`config.mk`:
```
export PLATFORM = sky130hd
export DESIGN_NAME = rsch_sphere_mem
export DESIGN_NICKNAME = d
export VERILOG_FILES = /design/src/sv/assert_macros.svh /design/src/sv/rsch_pkg.sv /design/src/sv/rsch_sphere_mem.sv
export SDC_FILE = /design/constraint.sdc
export NUM_CORES = 1
export LEC_CHECK = 0
export BUFFER_PORTS_ARGS = -buffer_cell sky130_fd_sc_hd__buf_2
export CAP_MARGIN = 20
export CORE_MARGIN = 8
export CORE_UTILIZATION = 45
export DETAILED_ROUTE_END_ITERATION = 8
export PLACE_DENSITY = 0.72
export SETUP_SLACK_MARGIN = 0.5
export SYNTH_ARGS = -nofsm -noshare
export SYNTH_HDL_FRONTEND = slang
export SYNTH_SLANG_ARGS = --single-unit
```
`constraint.sdc`:
```
create_clock -name clk -period 12.4 [get_ports clk]
set_clock_uncertainty 0.1 [all_clocks]
set_input_delay 1.86 -clock clk [delete_from_list [all_inputs] [get_ports clk]]
set_output_delay 1.86 -clock clk [all_outputs]
set_load 0.01 [all_outputs]
```
`src/sv/assert_macros.svh`:
```
// Assertion macros used by the top-level RTL file.
// No dependencies; expects clk and rst_n in the including scope.
`ifndef ASSERT_MACROS_SVH
`define ASSERT_MACROS_SVH
`ifndef SYNTH
`define RSCH_ASSERT(lbl, cond, msg) \
  lbl: assert property (@(posedge clk) disable iff (!rst_n) (cond)) else $error(msg);
`define RSCH_ASSERT_NEXT(lbl, pre, post, msg) \
  lbl: assert property (@(posedge clk) disable iff (!rst_n) (pre) |=> (post)) else $error(msg);
`else
`define RSCH_ASSERT(lbl, cond, msg)
`define RSCH_ASSERT_NEXT(lbl, pre, post, msg)
`endif
`endif

```
`src/sv/rsch_pkg.sv`:
```
// Types and constants for the ray/sphere closest-hit block.
// No dependencies.
package rsch_pkg;
  localparam int COORD_W   = 32;
  localparam int RAD_W     = 31;
  localparam int DIR_W     = 16;
  localparam int DIFF_W    = 33;
  localparam int MUL_W     = 33;
  localparam int PROD_W    = 66;
  localparam int B_W       = 51;
  localparam int Q_W       = 66;
  localparam int P_W       = 102;
  localparam int ROOT_W    = 51;
  localparam int REM_W     = 53;
  localparam int ROOT_SUM_W = 53;
  localparam int DIR_FRAC  = 14;
  localparam int TQ_W      = ROOT_SUM_W - DIR_FRAC;
  localparam int T_W       = 38;
  localparam int DIST_W    = 31;
  localparam int EPS_W     = 12;
  localparam int COUNT_W   = 5;
  localparam int IDX_W     = 4;
  localparam int CFG_IDX_W = 1;
  localparam int CFG_DATA_W = 12;

  localparam logic [DIST_W-1:0] DIST_MAX = {DIST_W{1'b1}};
  localparam logic [COUNT_W-1:0] COUNT_RESET = 5'd10;
  localparam logic [EPS_W-1:0] EPS_RESET = 12'd1;

  localparam logic [CFG_IDX_W-1:0] CFG_SPHERE_COUNT = 1'd0;
  localparam logic [CFG_IDX_W-1:0] CFG_MIN_HIT      = 1'd1;

  localparam logic CMD_LOAD = 1'b0;
  localparam logic CMD_CAST = 1'b1;

  typedef struct packed {
    logic [RAD_W-1:0]   rad;
    logic [COORD_W-1:0] cx;
    logic [COORD_W-1:0] cy;
    logic [COORD_W-1:0] cz;
  } sphere_t;

  typedef struct packed {
    logic [COORD_W-1:0] ox;
    logic [COORD_W-1:0] oy;
    logic [COORD_W-1:0] oz;
    logic [DIR_W-1:0]   dx;
    logic [DIR_W-1:0]   dy;
    logic [DIR_W-1:0]   dz;
  } ray_t;

  typedef struct packed {
    logic           done;
    logic           hit;
    logic [T_W-1:0] t;
  } ev_res_t;
endpackage

```
`src/sv/rsch_sphere_mem.sv`:
```
// Sphere table: one write port, one read port, registered read data.
// Depends on rsch_pkg.
module rsch_sphere_mem #(
  parameter int DEPTH = 16,
  parameter int AW    = 4
) (
  input  logic             clk,
  input  logic             we,
  input  logic [AW-1:0]    waddr,
  input  rsch_pkg::sphere_t wdata,
  input  logic [AW-1:0]    raddr,
  output rsch_pkg::sphere_t rdata
);
  import rsch_pkg::*;

  sphere_t mem [DEPTH];
  sphere_t rdata_r;

  always_ff @(posedge clk) begin
    if (we) begin
      mem[waddr] <= wdata;
    end
    rdata_r <= mem[raddr];
  end

  assign rdata = rdata_r;
endmodule

```
==> results of run 1 <==
[tightest hold or removal path: cells and delay by family, from the launching register on]
kind	cells	cell delay, ns
DFF	1	0.31
muxes	1	0.22
and+or+nand+nor	1	0.06
AOI/OAI and AO/OA	1	0.05
[Yosys cell counts, types with 5 or more instances]
cell      instances
a22oi_1         221
o22a_1            5
mux4_2          480
clkbuf_1         69
buf_6             9
buf_2            50
edfxtp_1       2032
o221ai_1         16
nand2_1         101
buf_4            32
nand2b_1         16
mux2_1            7
buf_1            13
o21ai_1          10
nor2b_1          22
dfxtp_1         127
nor2_1           15
mux2i_1          22
mux2_2           44
a221oi_1         12
[where the power goes]
part	internal, mW	switching [mW]	leakage, nW
combinational	0.282	0.427	5.86
clock	3.59	2.70	3.34
sequential	8.16	0.0699	19.4
total	12.0	3.20	28.6
[registers in the layout (all words and copies together), names as in the netlist]
| signal | flops |
|---|---|
| mem | 2032 |
| rdata | 127 |
[layer usage]
layer	up-vias	GRT usage [%]
met1	19300	24.5
met4	10	5.74
met5	-	0
met2	1366	32.2
met3	313	3.38
li1	14900	-
[stage by stage]
| stage | instance area, um2 | cells | worst slack [ns] | total power, mW |
|---|---|---|---|---|
| 6_report | 89800 | 6199 | 7.57 | 15.2 |
| 3_3_place_gp | 82900 | 5787 | 6.65 | 9.09 |
| 5_1_grt | 89800 | 6188 | 7.45 | 15.7 |
| 2_1_floorplan | 78800 | 3316 | 0.583 | 8.78 |
| 3_5_place_dp | 82900 | 5788 | 6.69 | 9.11 |
| 4_1_cts | 89800 | 6178 | 7.56 | 15.4 |
[cell type report]
cell class              count  area (um2)
diodes                     20        50.0
clock buffers             270        5570
clock inverters           120        1300
fillers                 13200       84200
multi-input cells         984       14500
flip-flops and latches   2159       63600
well taps                2325        2910
repair buffers            321        1930
[placed cells by master, fill, tap and decap left out, drive strengths merged]
master	n
nor2b	22
nand3	1
inv	11
nand2b	16
or3b	1
diode	20
or2	1
nand3b	2
edfxtp	2032
and2	3
clkbuf	270
o21ai	11
mux2	51
buf	321
nor3	4
a22oi	221
o22a	5
mux2i	22
o221ai	16
dfxtp	127
clkinv	80
bufinv	19
nor2	15
mux4	480
a221oi	12
clkinvlp	10
nand2	101
[logic make-up after synthesis]
kind of cell	after synthesis
flip-flops	2159
buffers and inverters	173
AO/OA/AOI/OAI	265
AND/OR/NAND/NOR	166
multiplexers	553
[how the worst max path moves through the flow]
stage | from | end | slack [ns] | cells past startpoint
2_1_floorplan | waddr[2] | mem[0][0] | 0.58 | 2
3_3_place_gp | waddr[2] | mem[2][12] | 6.65 | 5
3_5_place_dp | waddr[2] | mem[2][117] | 6.69 | 5
4_1_cts | waddr[2] | mem[2][113] | 7.56 | 5
5_1_grt | raddr[0] | rdata[121] | 7.45 | 6
6_report | waddr[2] | mem[2][7] | 7.57 | 5
==> results.toml, run 1 <==
[run_status]
status = "finished clean"

[timing]
hold_viol = 0
min_period_over_period_pct = 38.9
slew_headroom_pct = 24.6
max_clock_freq_ghz = 0.207
setup-tns-final_ns = 0
maxSlewViolCount = 0
finalSetupViolations = 0
max_slew.worst_pin.slew_ns = 1.13
whs_ns = 0.545
rsz0062_at_grt = "no"
fin_crit_ns = 4.83

[routing]
via_per_inst = 5.79
drt-pass1-iter-count = 5
drc = 0
wl_met1_um = 70100
drt_first_iter_violations = 3719
routedWlPerCell_um = 28.9
routed.top_layer = "met5"
wl_met3_um = 11600
finalWirelength_um = 179000
drtAntennaViolNets = 0
dr_total_vias = 35900
wl_met2_um = 92000

[floorplan]
fp.dieH_um = 435
initial_core_util_pct = 45.3
num_rows = 153
dieWidth_um = 435
core_um2 = 174000
io_pins = 264
die_area_um2 = 189000

[global_route]
grt.total_usage_pct = 18.7
grt_max_degree = 134
grt_pass1_vias = 37300
overflow = 0
grt_antenna_before_repair = 56
grt_pass1_wl_um = 259000

[clock_network]
clock_path_buffers = 3
ctsResizeCount = 0
clk_pin_slew_ns = 0.06
cts_setup_buffers = 0
clock_sinks = 2159
cts_tree = "done"
root_buffer = "clkbuf_16"
numCtsBuffers = 205
clk_latency_ns = 0.83
holdBufCountCts = 0
h-tree-depth = 4

[pwr]
powerDensity_nw_per_um2 = 170
ir_drop_mv = 0.128
p_leak_nw = 28.6

[worst_setup_path]
r2r_setup_slack_ns = 10.79
crit_path_top_delay_cell = "buf_4"
critical_path_arrival_ns = 5.15
r2r_cells = 3
start_kind = "input pin"
critPathCaptureType = "register"
r2r-start = "mem[7][85]"
path_cells = "buf_2, or3b_2, nor2_4, buf_4, buf_4"
critPathTopFamily = "buffers and inverters"
crit_type = "in -> reg"
critPathMaxStageDelay_ns = 0.98
crit_top_cell = "buf_4"
crit_buf_inv = 3
reg2reg_to = "rdata[85]"
worstPathMaxFanout = 58
worstPathRequired_ns = 12.72

[synthesis]
synth_cells = 3316
synth_warnings = 0
synth_compound_area_share_pct = 2.54
syn_area_per_cell_um2 = 23.8
yosysTopAreaCell = "edfxtp_1"
yosys.area_share.simple_pct = 0.948
synth_top_family_by_area = "multiplexers"
yosysUniqueCellTypes = 27
synth_area_leaders = "edfxtp_1 77%, mux4_2 14%, dfxtp_1 3.2%"
synthAdderAreaFrac_pct = 0
synth_mux_area_share_pct = 14.7
ys_ff_latch = 2159
synth_edf_count = 2032
async_flop_share_pct = 0
ys_seq_area_share_pct = 80.6
synth_nets = 3453
synthXorXnorAreaFrac_pct = 0
yosys.area.top_type_share_pct = 77.4
syn_area_um2 = 78800
ys.flop_type = "edfxtp_1"

[place]
dp_hpwl_um = 90700
port_buffers = 263
place_congestion = 0.724

[min_path]
hp-class = "reg -> reg"
whs_path_depth = 3
hold_path_end = "rdata[103]"
holdCritStartpoint = "mem[6][103]"

[layout]
fin_util_pct = 51.6
drive_gt1_share_pct = 30.7
area_growth_pct = 14.0
finalNetCount = 3808

[flow_run]
maxCapViolCount = 0
No activity file was read; power rests on OpenSTA's default activity.
==> run 2, diff against run 1 <==
--- a/config.mk
+++ b/config.mk
@@ -10,7 +10,7 @@
 export CORE_MARGIN = 8
 export CORE_UTILIZATION = 45
 export DETAILED_ROUTE_END_ITERATION = 8
-export PLACE_DENSITY = 0.72
+export PLACE_DENSITY = 0.7
 export SETUP_SLACK_MARGIN = 0.5
 export SYNTH_ARGS = -nofsm -noshare
 export SYNTH_HDL_FRONTEND = slang
==> constraint.sdc (replaced) <==
create_clock -name clk -period 4.8 [get_ports clk]
set_clock_uncertainty 0.1 [all_clocks]
set_input_delay 0.72 -clock clk [delete_from_list [all_inputs] [get_ports clk]]
set_output_delay 0.72 -clock clk [all_outputs]
set_load 0.01 [all_outputs]
==> run 2 against run 1 <==
Against the previous run:
- cell area is 0.86% higher
- count of clock-buffer cells in the layout grew 34
- routed wire length down 1.0%
- core utilization is 0.45 points higher
- global-route usage down 0.17 points
- final cell count increased by 0.69%
- worst hold slack got worse by 0.40 ns
- via count rose by 0.45%
- die area unchanged
- total power rose to 2.6 times the previous value
==> results.toml, run 2 (synthesized netlist as in run 1, its figures left out) <==
[routing]
routedWlPerCell_um = 28.4
drt-pass1-iter-count = 5
drtAntennaViolNets = 0
dr_total_vias = 36100
drc = 0
drt_first_iter_violations = 3681
finalWirelength_um = 177000
via_per_inst = 5.78

[worst_setup_path]
r2r-start = "mem[15][5]"
critical_path_arrival_ns = 1.53
worstPathRequired_ns = 3.98
crit_type = "reg -> out"
reg2reg_to = "rdata[5]"
path_cells = "buf_2"
r2r_cells = 3
r2r_setup_slack_ns = 3.25
start_kind = "register"
worstPathMaxFanout = 1
critPathTopFamily = "flip-flops"
critPathCaptureType = "primary output"
crit_buf_inv = 1
critPathMaxStageDelay_ns = 0.49
crit_path_top_delay_cell = "dfxtp_1"

[layout]
finalNetCount = 3860
largest_register_ffs = 2032
layout_common_cells = "2,032 x edfxtp_1, 480 x mux4_2, 260 x buf_2"
regMostFlops = "mem"
area_growth_pct = 14.9
fin_util_pct = 52.1
final_common_cell = "edfxtp_1"
fin_cells = 6242
drive_gt1_share_pct = 31.2

[timing]
whs_ns = 0.143
finalSetupViolations = 0
slew_headroom_pct = 26.2
min_period_over_period_pct = 48.9
max_clock_freq_ghz = 0.426
max_slew.worst_pin.slew_ns = 1.11
fin_crit_ns = 2.35
maxSlewViolCount = 0
rsz0062_at_grt = "no"
hold_viol = 0
setup-tns-final_ns = 0

[pwr]
finalPower_mw = 38.9
p_leak_nw = 29.0
powerDensity_nw_per_um2 = 429
ir_drop_mv = 0.367

[floorplan]
num_rows = 153
die_area_um2 = 189000
io_pins = 264
initial_core_util_pct = 45.3
fp.dieH_um = 435
dieWidth_um = 435
core_um2 = 174000

[min_path]
hp-class = "in -> reg"
holdCritStartpoint = "wdata[115]"
whs_path_depth = 1
hold_path_end = "mem[15][115]"

[clock_network]
clock_path_buffers = 3
numCtsBuffers = 206
cts_setup_buffers = 0
holdBufCountCts = 0
h-tree-depth = 4
clk_pin_slew_ns = 0.07
clock_sinks = 2159
ctsResizeCount = 0
clk_latency_ns = 0.85
root_buffer = "clkbuf_16"
cts_tree = "done"

[global_route]
grt_antenna_before_repair = 54
grt.total_usage_pct = 18.5
grt_max_degree = 81
grt_pass1_wl_um = 258000
grt_pass1_vias = 37700
overflow = 0

[run_status]
status = "finished clean"

[flow_run]
maxCapViolCount = 0

[place]
place_inst = 5840
place_congestion = 0.723
port_buffers = 263
dp_hpwl_um = 94600
run 2: stage by stage:
stage / instance area, um2 / setup WS, ns
floorplan: 78900 / -0.208
global placement: 83900 / 1.64
detailed placement: 83900 / 1.60
CTS: 90500 / 2.31
global route: 90600 / 2.39
finish: 90600 / 2.45
run 2: cell type report:
type | instances | area [um2]
Multi-Input combinational cell | 984 | 14500
Clock buffer | 304 | 5910
Clock inverter | 78 | 754
Sequential cell | 2159 | 63600
Fill cell | 13100 | 83400
Timing Repair Buffer | 372 | 2870
Tap cell | 2325 | 2910
Antenna cell | 20 | 50.0
run 2: worst max-delay path by stage:
stage | depth (start not counted) | end | start
floorplan | 2 | mem[1][0] | waddr[2]
global placement | 4 | mem[7][88] | waddr[3]
detailed placement | 4 | mem[7][88] | waddr[3]
CTS | 1 | rdata[49] | rdata[49]
global route | 1 | rdata[49] | rdata[49]
finish | 1 | rdata[49] | rdata[49]
run 2: routing by layer:
metal / up-vias / share of wire, % / track usage, %
li1: 15000 / - / -
met1: 19500 / 41 / 25.0
met2: 1257 / 50 / 31.0
met3: 322 / 6.5 / 3.73
met4: 22 / 2.6 / 5.18
met5: - / 0.081 / 0
run 2: power breakdown:
part / switching, mW / total [mW] / internal, mW / leakage, nW
Sequential: 0.180 / 21.3 / 21.1 / 19.4
Clock: 6.88 / 15.8 / 8.89 / 3.24
Combinational: 1.10 / 1.87 / 0.769 / 6.29
Total: 8.16 / 38.9 / 30.7 / 29.0
